==> src/rtl/gbl_pkg.sv <==
package gbl_pkg;

   localparam int MAX_WIDTH    = 2048;
   localparam int HEIGHT_LIMIT = 4096;
   localparam int MIN_SIZE     = 5;

   localparam int PIX_W        = 8;
   localparam int COL_W        = $clog2(MAX_WIDTH);
   localparam int ROW_W        = $clog2(HEIGHT_LIMIT);
   localparam int CFG_WIDTH_W  = 12;
   localparam int CFG_HEIGHT_W = 13;
   localparam int CSR_INDEX_W  = 2;
   localparam int CSR_DATA_W   = 13;
   localparam int LINE_W       = 32;
   localparam int VSUM_W       = 12;
   localparam int HSUM_W       = 16;
   localparam int TAPS         = 5;

   localparam int FQ_DEPTH     = 4;
   localparam int FQ_PTR_W     = $clog2(FQ_DEPTH);
   localparam int FQ_CNT_W     = $clog2(FQ_DEPTH + 1);
   localparam int OQ_DEPTH     = 4;
   localparam int OQ_PTR_W     = $clog2(OQ_DEPTH);
   localparam int OQ_CNT_W     = $clog2(OQ_DEPTH + 3);

   localparam logic [CSR_INDEX_W-1:0] REG_IMAGE_WIDTH  = CSR_INDEX_W'(0);
   localparam logic [CSR_INDEX_W-1:0] REG_IMAGE_HEIGHT = CSR_INDEX_W'(1);

   localparam logic [COL_W-1:0] RESET_WIDTH_LAST  = COL_W'(640 - 1);
   localparam logic [ROW_W-1:0] RESET_HEIGHT_LAST = ROW_W'(480 - 1);

   typedef struct packed {
      logic [PIX_W-1:0] pixel;
      logic [COL_W-1:0] col;
      logic             first_row;
      logic             emit;
      logic             last;
   } gbl_item_type;

   typedef struct packed {
      logic [PIX_W-1:0] pixel;
      logic             last;
   } gbl_result_type;

endpackage

==> src/rtl/gbl_front.sv <==
module gbl_front (
   input  logic                             clock,
   input  logic                             reset,
   input  logic                             req_valid,
   output logic                             req_ready,
   input  logic [gbl_pkg::PIX_W-1:0]        req_in_pixel,
   input  logic                             csr_we,
   input  logic [gbl_pkg::CSR_INDEX_W-1:0]  csr_index,
   input  logic [gbl_pkg::CSR_DATA_W-1:0]   csr_wdata,
   output gbl_pkg::gbl_item_type            item,
   output logic                             item_valid,
   input  logic                             item_pop
);
   import gbl_pkg::*;

   logic [COL_W-1:0]        width_last_ff, width_last_in;
   logic [ROW_W-1:0]        height_last_ff, height_last_in;
   logic [COL_W-1:0]        col_ff, col_in;
   logic [ROW_W-1:0]        row_ff, row_in;
   gbl_item_type            fq_mem_ff [FQ_DEPTH];
   logic [FQ_PTR_W-1:0]     fq_wr_ptr_ff, fq_wr_ptr_in;
   logic [FQ_PTR_W-1:0]     fq_rd_ptr_ff, fq_rd_ptr_in;
   logic [FQ_CNT_W-1:0]     fq_count_ff, fq_count_in;
   logic [CFG_WIDTH_W-1:0]  width_value;
   logic [CFG_HEIGHT_W-1:0] height_value;
   logic                    accept;
   logic                    restart;
   gbl_item_type            new_item;

   assign width_value  = csr_wdata[CFG_WIDTH_W-1:0];
   assign height_value = csr_wdata[CFG_HEIGHT_W-1:0];
   assign req_ready    = fq_count_ff != FQ_CNT_W'(FQ_DEPTH);
   assign accept       = req_valid && req_ready;
   assign restart      = csr_we && (csr_index == REG_IMAGE_WIDTH ||
                                    csr_index == REG_IMAGE_HEIGHT);

   // Out-of-range sizes are clamped when written, and only the last index is kept.
   always_comb begin
      width_last_in  = width_last_ff;
      height_last_in = height_last_ff;
      if (csr_we && csr_index == REG_IMAGE_WIDTH) begin
         if (int'(width_value) < MIN_SIZE) begin
            width_last_in = COL_W'(MIN_SIZE - 1);
         end else if (int'(width_value) > MAX_WIDTH) begin
            width_last_in = COL_W'(MAX_WIDTH - 1);
         end else begin
            width_last_in = COL_W'(width_value - CFG_WIDTH_W'(1));
         end
      end
      if (csr_we && csr_index == REG_IMAGE_HEIGHT) begin
         if (int'(height_value) < MIN_SIZE) begin
            height_last_in = ROW_W'(MIN_SIZE - 1);
         end else if (int'(height_value) > HEIGHT_LIMIT) begin
            height_last_in = ROW_W'(HEIGHT_LIMIT - 1);
         end else begin
            height_last_in = ROW_W'(height_value - CFG_HEIGHT_W'(1));
         end
      end
   end

   always_comb begin
      new_item.pixel     = req_in_pixel;
      new_item.col       = col_ff;
      new_item.first_row = row_ff == '0;
      new_item.emit      = (int'(row_ff) >= TAPS - 1) && (int'(col_ff) >= TAPS - 1);
      new_item.last      = (row_ff == height_last_ff) && (col_ff == width_last_ff);
   end

   always_comb begin
      col_in = col_ff;
      row_in = row_ff;
      if (restart) begin
         col_in = '0;
         row_in = '0;
      end else if (accept) begin
         if (col_ff == width_last_ff) begin
            col_in = '0;
            row_in = (row_ff == height_last_ff) ? '0 : row_ff + ROW_W'(1);
         end else begin
            col_in = col_ff + COL_W'(1);
         end
      end
   end

   always_comb begin
      fq_wr_ptr_in = accept   ? fq_wr_ptr_ff + FQ_PTR_W'(1) : fq_wr_ptr_ff;
      fq_rd_ptr_in = item_pop ? fq_rd_ptr_ff + FQ_PTR_W'(1) : fq_rd_ptr_ff;
      fq_count_in  = fq_count_ff;
      case ({accept, item_pop})
         2'b10:   fq_count_in = fq_count_ff + FQ_CNT_W'(1);
         2'b01:   fq_count_in = fq_count_ff - FQ_CNT_W'(1);
         default: fq_count_in = fq_count_ff;
      endcase
   end

   always_ff @(posedge clock) begin
      if (reset) begin
         width_last_ff  <= RESET_WIDTH_LAST;
         height_last_ff <= RESET_HEIGHT_LAST;
         col_ff         <= '0;
         row_ff         <= '0;
         fq_wr_ptr_ff   <= '0;
         fq_rd_ptr_ff   <= '0;
         fq_count_ff    <= '0;
      end else begin
         width_last_ff  <= width_last_in;
         height_last_ff <= height_last_in;
         col_ff         <= col_in;
         row_ff         <= row_in;
         fq_wr_ptr_ff   <= fq_wr_ptr_in;
         fq_rd_ptr_ff   <= fq_rd_ptr_in;
         fq_count_ff    <= fq_count_in;
      end
   end

   always_ff @(posedge clock) begin
      if (accept) begin
         fq_mem_ff[fq_wr_ptr_ff] <= new_item;
      end
   end

   assign item       = fq_mem_ff[fq_rd_ptr_ff];
   assign item_valid = fq_count_ff != '0;

   a_col_in_row: assert property (@(posedge clock) disable iff (reset)
      col_ff <= width_last_ff)
      else $error("column counter beyond the row width");

   a_row_in_frame: assert property (@(posedge clock) disable iff (reset)
      row_ff <= height_last_ff)
      else $error("row counter beyond the frame height");

   a_restart_clears: assert property (@(posedge clock) disable iff (reset)
      restart |=> col_ff == '0 && row_ff == '0)
      else $error("register write did not restart the frame");

endmodule

==> config.mk <==
export PLATFORM = sky130hd
export DESIGN_NAME = gbl_front
export DESIGN_NICKNAME = d
export VERILOG_FILES = /design/src/rtl/gbl_pkg.sv /design/src/rtl/gbl_front.sv
export SDC_FILE = /design/constraint.sdc
export NUM_CORES = 1
export LEC_CHECK = 0
export CAP_MARGIN = 20
export CORE_UTILIZATION = 50
export CTS_CLUSTER_SIZE = 40
export DETAILED_ROUTE_END_ITERATION = 7
export DONT_BUFFER_PORTS = 1
export REMOVE_ABC_BUFFERS = 1
export SLEW_MARGIN = 10
export SYNTH_ARGS = -nofsm -noshare
export SYNTH_HDL_FRONTEND = slang
export SYNTH_SLANG_ARGS = --single-unit
==> constraint.sdc <==
create_clock -name clock -period 5.73 [get_ports clock]
set_input_delay 0.573 -clock clock [delete_from_list [all_inputs] [get_ports clock]]
set_output_delay 0.573 -clock clock [all_outputs]
set_load 0.01 [all_outputs]
==> impl_metrics.env, run 1 <==
export IMPL_status="complete, no violations"
export IMPL_grt_ovfl_total=0
export IMPL_antenna_found_initial=0
export IMPL_final_util=0.581
export IMPL_yosys_area_top_type="edfxtp_1"
export IMPL_syn_instance_count=515
export IMPL_ys_ff_latch=143
export IMPL_clkLatencyLatePin_ns=0.42
export IMPL_swShare=0.222
export IMPL_post_cts_setup_buffer_count=0
export IMPL_num_vias=3951
export IMPL_synth_area_per_cell_um2=12.4
export IMPL_ys_top_cells_by_count="edfxtp_1, dfxtp_1, nand2_1"
export IMPL_postRouteWirelength_um=12300
export IMPL_yosysWarnings=0
export IMPL_die_y_um=115
export IMPL_postCtsHoldBufs=0
export IMPL_drc=0
export IMPL_ff2ff_setup_slack_ns=2.98
export IMPL_fin_tns_setup_ns=0
export IMPL_ios=52
export IMPL_synth_top_area_frac=0.412
export IMPL_rsz0062_at_grt="false"
export IMPL_critPathKind="flop to flop"
export IMPL_fp_dieW_um=115
export IMPL_die_area_um2=13300
export IMPL_hold_start="reset"
export IMPL_setup_viol=0
export IMPL_power_frac_clock=0.444
export IMPL_grt_max_degree=35
export IMPL_cts_resized=0
export IMPL_cts_sinks=143
export IMPL_grt_pass1_wl_um=20000
export IMPL_irDropWorstVdd_mv=0.182
export IMPL_worst_slew_pin_slew_ns=0.861
export IMPL_drtIter0Drc=286
export IMPL_path_max_fanout=13
export IMPL_start_util=0.523
export IMPL_skew_ns=0.00851
export IMPL_synth_cell_types=53
export IMPL_cp_data_required_time_ns=6.08
export IMPL_first_pass_iters=5
export IMPL_grt_use_met3=0.0564
export IMPL_ys_seq_area_frac=0.584
export IMPL_fin_crit_sh=0.480
export IMPL_hold_end="height_last_ff[11]"
export IMPL_startpoint_type="flop"
export IMPL_p_per_area_nw_per_um2=351
export IMPL_switchingPower_mw=0.555
export IMPL_synth_edf_count=88
export IMPL_period_minus_slack_ns=2.75
export IMPL_dp_hpwl_um=8110
export IMPL_internal_power_mw=1.94
export IMPL_hold_viol_final=0
export IMPL_synth_area_leaders="edfxtp_1, dfxtp_1, mux4_2, nand2_1, xor2_1"
export IMPL_max_clock_path_buffers=2
export IMPL_row_count=40
export IMPL_r2r_cells=9
export IMPL_grt_pass1_vias=3885
export IMPL_worstSetupEndpointType="flop"
export IMPL_clk_pin_slew_ns=0.05
export IMPL_drtAntennaViolNets=0
export IMPL_p_leak_nw=2.33
export IMPL_r2r_end="fq_count_ff[2]"
export IMPL_use_met2=0.345
export IMPL_gp_congestion=0.808
export IMPL_combPwrFrac=0.085
export IMPL_cts_root_buf="clkbuf_16"
export IMPL_cts_tree="yes"
export IMPL_arrival_ns=3.10
export IMPL_drv_slew=0
export IMPL_r2r_start="fq_count_ff[0]"
export IMPL_drive_gt1_frac=0.136
export IMPL_maxCapViolCount=0
export IMPL_fmax_ghz=0.363
export IMPL_track_usage=0.203
export IMPL_area_delta_synth_final_pct=11.1
export IMPL_nets=549
export IMPL_cts_buffers_inserted=17
export IMPL_syn_cell_area_um2=6410
export IMPL_fill_cells=999
export IMPL_whs_path_depth=1
export IMPL_grt_busiest_layer="met2"
export IMPL_vias_per_cell=5.73
export IMPL_p_seq_frac=0.471
export IMPL_yosysMostFrequentCell="edfxtp_1"
export IMPL_slew_headroom=0.418
export IMPL_async_flop_share=0
export IMPL_port_buffers=0
export IMPL_hold_path_class="input port to flop"
export IMPL_core_um2=12300
export IMPL_avgRoutedWirePerCell_um=17.9
export IMPL_h_tree_depth=4
export IMPL_synth_ff_type="edfxtp_1"
export IMPL_use_met1=0.246
export IMPL_insertedDiodeCount=0
-- sequential cells by signal (all words and copies together) (netlist names), named ones only --
name,cells
fq_wr_ptr_ff,2
row_ff,12
fq_mem_ff,88
width_last_ff,11
col_ff,11
fq_rd_ptr_ff,2
fq_count_ff,3
height_last_ff,12
-- worst max-delay path by stage --
stage / start / end / slack, ns / depth (start not counted)
after floorplan: fq_count_ff[0] / fq_count_ff[2] / 3.28 / 9
after global placement: fq_count_ff[0] / fq_count_ff[2] / 3.11 / 9
after detailed placement: fq_count_ff[0] / fq_count_ff[2] / 3.01 / 9
after CTS: fq_count_ff[0] / fq_count_ff[2] / 2.99 / 9
after global routing: fq_count_ff[0] / fq_count_ff[2] / 2.79 / 9
final: fq_count_ff[0] / fq_count_ff[2] / 2.98 / 9
-- kinds of logic (layout without fill, tap and decap cells) --
logic type               after synthesis  after routing  share of synthesized area
adder cells (fa/ha/maj)               12             12                     0.0246
multiplexers                          23             23                     0.0788
XOR/XNOR                              40             40                     0.0546
AND/OR/NAND/NOR                      164            164                      0.137
buffers and inverters                 47             54                     0.0330
flip-flops                           143            143                      0.584
AO/OA/AOI/OAI                         86             86                     0.0884
-- cell usage in the layout (no fill, tap or decap), drive strengths merged, types with 18 or more instances in the layout --
| cell | instances |
|---|---|
| edfxtp | 88 |
| dfxtp | 55 |
| nand2 | 54 |
| a21oi | 31 |
| mux4 | 22 |
| nor2 | 22 |
| xor2 | 22 |
| nand3 | 22 |
| clkbuf | 22 |
| xnor2 | 18 |
| o21ai | 18 |
-- power by group through the flow --
| stage | Combinational, mW | Clock, mW | Sequential [mW] |
|---|---|---|---|
| 3_3_place_gp | 0.208 | 0 | 1.20 |
| 3_5_place_dp | 0.211 | 0 | 1.20 |
| 4_1_cts | 0.212 | 1.13 | 1.18 |
| 5_1_grt | 0.237 | 1.18 | 1.18 |
| 6_report | 0.212 | 1.11 | 1.18 |
| 2_1_floorplan | 0.157 | 0 | 1.20 |
-- critical path: stages (launching register included) --
cell and delay (ns):
dfxtp_1 0.33, or3b_1 0.52, and2_1 0.34, clkinv_2 0.20, ha_1 0.23, inv_1 0.07
fa_1 0.38, xor2_1 0.16, or3_1 0.30, a21oi_1 0.15
-- layout make-up --
class	instances	area (um2)	area share
clock buffers	22	464	0.0651
repair buffers	6	52.6	0.00737
multi-input cells	325	2460	0.345
well taps	168	210	0.0295
inverters	16	61.3	0.00860
clock inverters	10	138	0.0193
flip-flops and latches	143	3740	0.525
-- stage by stage --
stage	instances	power [mW]	worst slack, ns	hold WS (ns)	instance area (um2)
floorplan	484	1.36	3.28	0.437	6260
global placement	657	1.41	3.11	0.456	6510
detailed placement	657	1.41	3.01	0.464	6510
CTS	689	2.52	2.99	0.202	7110
global route	690	2.59	2.79	0.197	7130
finish	690	2.50	2.98	0.225	7130
-- metal layers --
layer / share of wire / vias up
met3: 0.042 / 7
met5: 0 / -
met4: 0.0079 / 0
li1: - / 1922
met1: 0.45 / 1918
met2: 0.50 / 104
Note: power is estimated with default switching activity, not from simulation.
==> inputs of run 2 (changes only) <==
==> constraint.sdc (replaced) <==
create_clock -name clock -period 2.7 [get_ports clock]
set_input_delay 0.27 -clock clock [delete_from_list [all_inputs] [get_ports clock]]
set_output_delay 0.27 -clock clock [all_outputs]
set_load 0.01 [all_outputs]
==> impl_metrics.env, run 2 (synthesized netlist as in run 1, its figures left out) <==
export IMPL_grt_pass1_vias=3888
export IMPL_fill_cells=994
export IMPL_die_y_um=115
export IMPL_vias_per_cell=5.59
export IMPL_post_place_ws_ns=0.290
export IMPL_cp_data_required_time_ns=3.03
export IMPL_max_stage_delay_ns=0.40
export IMPL_cts_sinks=143
export IMPL_fmax_ghz=0.412
export IMPL_core_um2=12300
export IMPL_cts_tree="yes"
export IMPL_drive_gt1_frac=0.146
export IMPL_critPathKind="flop to flop"
export IMPL_p_per_area_nw_per_um2=730
export IMPL_reg_top3="fq_mem_ff: 88 flops, height_last_ff: 12 flops, row_ff: 12 flops"
export IMPL_r2r_start="fq_count_ff[0]"
export IMPL_r2r_cells=9
export IMPL_num_vias=3960
export IMPL_grt_ovfl_total=0
export IMPL_port_buffers=0
export IMPL_placed_cells=668
export IMPL_die_area_um2=13300
export IMPL_max_clock_path_buffers=2
export IMPL_antenna_found_initial=0
export IMPL_status="complete, no violations"
export IMPL_drc=0
export IMPL_period_minus_slack_ns=2.43
export IMPL_crit_end="fq_count_ff[2]"
export IMPL_drv_slew=0
export IMPL_path_max_fanout=13
export IMPL_maxCapViolCount=0
export IMPL_arrival_ns=2.76
export IMPL_register_area_um2=3740
export IMPL_h_tree_depth=4
export IMPL_row_count=40
export IMPL_largest_reg_flops=88
export IMPL_clkLatencyLatePin_ns=0.41
export IMPL_hold_path_class="input port to flop"
export IMPL_crit_start="fq_count_ff[0]"
export IMPL_cts_buffers_inserted=17
export IMPL_fin_tns_setup_ns=0
export IMPL_multi_input_area_um2=2460
export IMPL_mostFrequentLayoutCell="edfxtp_1"
export IMPL_irDropWorstVdd_mv=0.375
export IMPL_final_cell_mix="edfxtp_1, dfxtp_1, nand2_1"
export IMPL_ff2ff_setup_slack_ns=0.27
export IMPL_finalPower_mw=5.32
export IMPL_start_util=0.523
export IMPL_hold_viol_final=0
export IMPL_clk_pin_slew_ns=0.06
export IMPL_first_pass_iters=4
export IMPL_drtAntennaViolNets=0
export IMPL_r2r_end="fq_count_ff[2]"
export IMPL_top_register="fq_mem_ff"
export IMPL_rsz0062_at_grt="false"
export IMPL_whs_path_depth=2
export IMPL_fin_crit_sh=0.898
export IMPL_fin_ws_ns=0.274
export IMPL_gp_congestion=0.822
export IMPL_setup_viol=0
export IMPL_skew_ns=0.00505
export IMPL_drtIter0Drc=238
export IMPL_track_usage=0.202
export IMPL_fin_cells=708
export IMPL_worstSetupEndpointType="flop"
export IMPL_fp_dieW_um=115
export IMPL_area_delta_synth_final_pct=13.6
export IMPL_slew_headroom=0.312
export IMPL_dp_hpwl_um=8030
export IMPL_ios=52
export IMPL_postRouteWirelength_um=12100
export IMPL_startpoint_type="flop"
export IMPL_p_leak_nw=2.41
export IMPL_avgRoutedWirePerCell_um=17.0
export IMPL_cts_root_buf="clkbuf_16"
export IMPL_crit_slowest_cell="or3b_1"
export IMPL_cts_resized=0
export IMPL_worst_slew_pin_slew_ns=1.03
export IMPL_crit_chain="or3b_1 > and2_1 > clkinv_2 > ha_1 > inv_1 > fa_1 > xor2_1 > or3_1 > a21oi_1"
export IMPL_grt_max_degree=30
export IMPL_nets=568
export IMPL_insertedDiodeCount=0
export IMPL_grt_pass1_wl_um=19800
[run 2: changes by cell type in the layout (fill, tap and decap cells not counted), moves of 2 or more]
cell | previous run | this run
buf_4 | 5 | 16
dlygate4sd3_1 | 0 | 9
clkbuf_8 | 2 | 0
clkinv_1 | 0 | 2
[run 2: routing by layer]
layer  part of all wire  global-route usage
met5                  0                   0
met3              0.043              0.0532
met1               0.45               0.248
met4              0.018              0.0840
met2               0.49               0.339
[run 2: how the worst min path moves through the flow]
stage | end | slack, ns | start
after floorplan | fq_count_ff[2] | 0.34 | reset
after global placement | height_last_ff[11] | 0.34 | reset
after detailed placement | height_last_ff[11] | 0.34 | reset
after CTS | fq_rd_ptr_ff[0] | 0.01 | item_pop
after global routing | width_last_ff[0] | 0.04 | csr_wdata[0]
final | fq_rd_ptr_ff[0] | 0.03 | item_pop
[run 2: metrics by stage]
stage / hold WS, ns / instance area, um2 / util
finish: 0.0275 / 7280 / 0.594
global route: 0.0447 / 7280 / 0.594
CTS: 0.0136 / 7280 / 0.594
detailed placement: 0.344 / 6590 / 0.538
global placement: 0.345 / 6590 / 0.538
floorplan: 0.339 / 6260 / -
[run 2: layout make-up]
type                            count  area share
Multi-Input combinational cell    325       0.337
Clock buffer                       19      0.0594
Sequential cell                   143       0.514
Inverter                           16     0.00842
Tap cell                          168      0.0289
Timing Repair Buffer               25      0.0289
Clock inverter                     12      0.0232
[run 2: timing repair]
item,4_1_cts,5_1_grt
hold endpoints to repair,62,0
hold buffers,9,0
setup buffers,0,0
[run 2: critical path: cells and delay by family (launching register included)]
kind                     cells  cell delay (ns)
buffers and inverters        2             0.21
AND/OR/NAND/NOR              3             0.90
adder cells (fa/ha/maj)      2             0.60
flip-flops                   1             0.34
XOR/XNOR                     1             0.16
AO/OA/AOI/OAI                1             0.14
[run 2: report_power, final]
group          leakage (nW)  total, mW  switching, mW  internal [mW]
combinational         0.855      0.477          0.282          0.195
clock                 0.284       2.35          0.821           1.53
sequential             1.27       2.49         0.0482           2.44
==> inputs of run 3 (changes only) <==
--- a/config.mk
+++ b/config.mk
@@ -6,6 +6,7 @@
 export NUM_CORES = 1
 export LEC_CHECK = 0
 export CAP_MARGIN = 20
+export CORE_MARGIN = 2
 export CORE_UTILIZATION = 50
 export CTS_CLUSTER_SIZE = 40
 export DETAILED_ROUTE_END_ITERATION = 7
==> impl_metrics.env, run 3 (synthesized netlist as in run 1, its figures left out) <==
export IMPL_p_per_area_nw_per_um2=771
export IMPL_irDropWorstVdd_mv=0.313
export IMPL_max_stage_delay_ns=0.39
export IMPL_cp_data_required_time_ns=3.04
export IMPL_fill_cells=1042
export IMPL_avgRoutedWirePerCell_um=17.4
export IMPL_rsz0062_at_grt="false"
export IMPL_grt_pass1_vias=4072
export IMPL_crit_chain="or3b_1 > and2_1 > clkinv_2 > ha_1 > inv_1 > fa_1 > xor2_1 > or3_1 > a21oi_1"
export IMPL_die_area_um2=13700
export IMPL_worst_slew_pin_slew_ns=1.02
export IMPL_status="complete, no violations"
export IMPL_row_count=41
export IMPL_die_y_um=117
export IMPL_r2r_cells=9
export IMPL_drtIter0Drc=283
export IMPL_gp_congestion=0.817
export IMPL_use_met1=0.250
export IMPL_largest_reg_flops=88
export IMPL_clkLatencyLatePin_ns=0.42
export IMPL_postRouteWirelength_um=12300
export IMPL_fp_dieW_um=117
export IMPL_top_register="fq_mem_ff"
export IMPL_slew_headroom=0.315
export IMPL_cts_root_buf="clkbuf_16"
export IMPL_fmax_ghz=0.416
export IMPL_post_cts_setup_buffer_count=0
export IMPL_first_pass_iters=4
export IMPL_skew_ns=0.0200
export IMPL_hold_viol_final=0
export IMPL_grt_use_met3=0.0520
export IMPL_setup_viol=0
export IMPL_clk_pin_slew_ns=0.06
export IMPL_fin_tns_setup_ns=0
export IMPL_postCtsHoldBufs=9
export IMPL_hold_path_class="input port to flop"
export IMPL_final_cell_mix="edfxtp_1, dfxtp_1, nand2_1"
export IMPL_grt_max_degree=30
export IMPL_ios=52
export IMPL_startpoint_type="flop"
export IMPL_critPathKind="flop to flop"
export IMPL_drive_gt1_frac=0.147
export IMPL_grt_ovfl_total=0
export IMPL_max_clock_path_buffers=2
export IMPL_track_usage=0.196
export IMPL_start_util=0.510
export IMPL_post_place_ws_ns=0.302
export IMPL_cts_sinks=143
export IMPL_cp_depth=9
export IMPL_path_max_fanout=13
export IMPL_nets=565
export IMPL_arrival_ns=2.74
export IMPL_whs_path_depth=2
export IMPL_path_buf_inv=2
export IMPL_h_tree_depth=4
export IMPL_cpLargestDelayFamily="simple AND/OR/NAND/NOR gates"
export IMPL_cts_tree="yes"
export IMPL_period_minus_slack_ns=2.40
export IMPL_insertedDiodeCount=0
export IMPL_drtAntennaViolNets=0
export IMPL_mostFrequentLayoutCell="edfxtp_1"
export IMPL_cts_resized=0
export IMPL_fin_crit_sh=0.890
export IMPL_grt_busiest_layer="met2"
export IMPL_num_vias=4018
export IMPL_area_delta_synth_final_pct=14.7
export IMPL_drv_slew=0
export IMPL_fin_ws_ns=0.298
export IMPL_worstSetupEndpointType="flop"
export IMPL_crit_slowest_cell="or3b_1"
export IMPL_reg_top3="fq_mem_ff: 88 flops, height_last_ff: 12 flops, row_ff: 12 flops"
export IMPL_core_um2=12600
export IMPL_antenna_found_initial=0
export IMPL_p_leak_nw=2.43
export IMPL_dp_hpwl_um=8130
export IMPL_port_buffers=0
export IMPL_maxCapViolCount=0
export IMPL_drc=0
export IMPL_use_met2=0.322
export IMPL_vias_per_cell=5.66
export IMPL_cts_buffers_inserted=17
export IMPL_grt_pass1_wl_um=20300
run 3: changes by cell type in the layout (fill, tap and decap cells not counted):
cell       change
buf_4          -3
clkinv_2       -2
inv_6          +2
bufinv_16      +3
clkinv_1       -2
run 3: routing by layer:
layer,share of wire,vias to the layer above
met5,0,-
li1,-,1948
met3,0.042,4
met1,0.45,1977
met2,0.50,89
met4,0.0048,0
run 3: per-stage QoR:
stage / hold WS (ns) / std cells / total power [mW] / utilization / instance area [um2]
2_1_floorplan: 0.339 / 484 / 2.88 / - / 6260
3_3_place_gp: 0.345 / 669 / 2.99 / 0.523 / 6570
3_5_place_dp: 0.343 / 669 / 3.01 / 0.523 / 6570
4_1_cts: 0.0214 / 710 / 5.73 / 0.585 / 7360
5_1_grt: 0.0326 / 710 / 5.90 / 0.585 / 7360
6_report: 0.0324 / 710 / 5.67 / 0.585 / 7360
run 3: path summary, 6_finish.rpt:
| kind | startpoint | to | slack (ns) |
|---|---|---|---|
| worst max-delay path | fq_count_ff[0] | fq_count_ff[2] | 0.30 |
| worst min-delay path | reset | height_last_ff[2] | 0.03 |
| worst max register to register | fq_count_ff[0] | fq_count_ff[2] | 0.30 |
| worst min register to register | height_last_ff[11] | height_last_ff[11] | 0.47 |
run 3: worst register-to-register path: stages (launching register included):
cell and delay, ns:
dfxtp_1 0.34, or3b_1 0.39, and2_1 0.19, clkinv_2 0.15, ha_1 0.22, inv_1 0.06
fa_1 0.37, xor2_1 0.15, or3_1 0.30, a21oi_1 0.15
run 3: final cells by class:
| type | count | area [um2] | area share |
|---|---|---|---|
| Multi-Input combinational cell | 325 | 2460 | 0.334 |
| Clock inverter | 13 | 259 | 0.0352 |
| Tap cell | 172 | 215 | 0.0293 |
| Inverter | 16 | 61.3 | 0.00833 |
| Sequential cell | 143 | 3740 | 0.509 |
| Timing Repair Buffer | 22 | 188 | 0.0255 |
| Clock buffer | 19 | 433 | 0.0589 |
run 3: power breakdown:
group | switching [mW] | internal [mW] | total, mW | leakage, nW
Combinational | 0.282 | 0.196 | 0.478 | 0.840
Sequential | 0.0481 | 2.44 | 2.49 | 1.27
Clock | 0.872 | 1.83 | 2.70 | 0.324
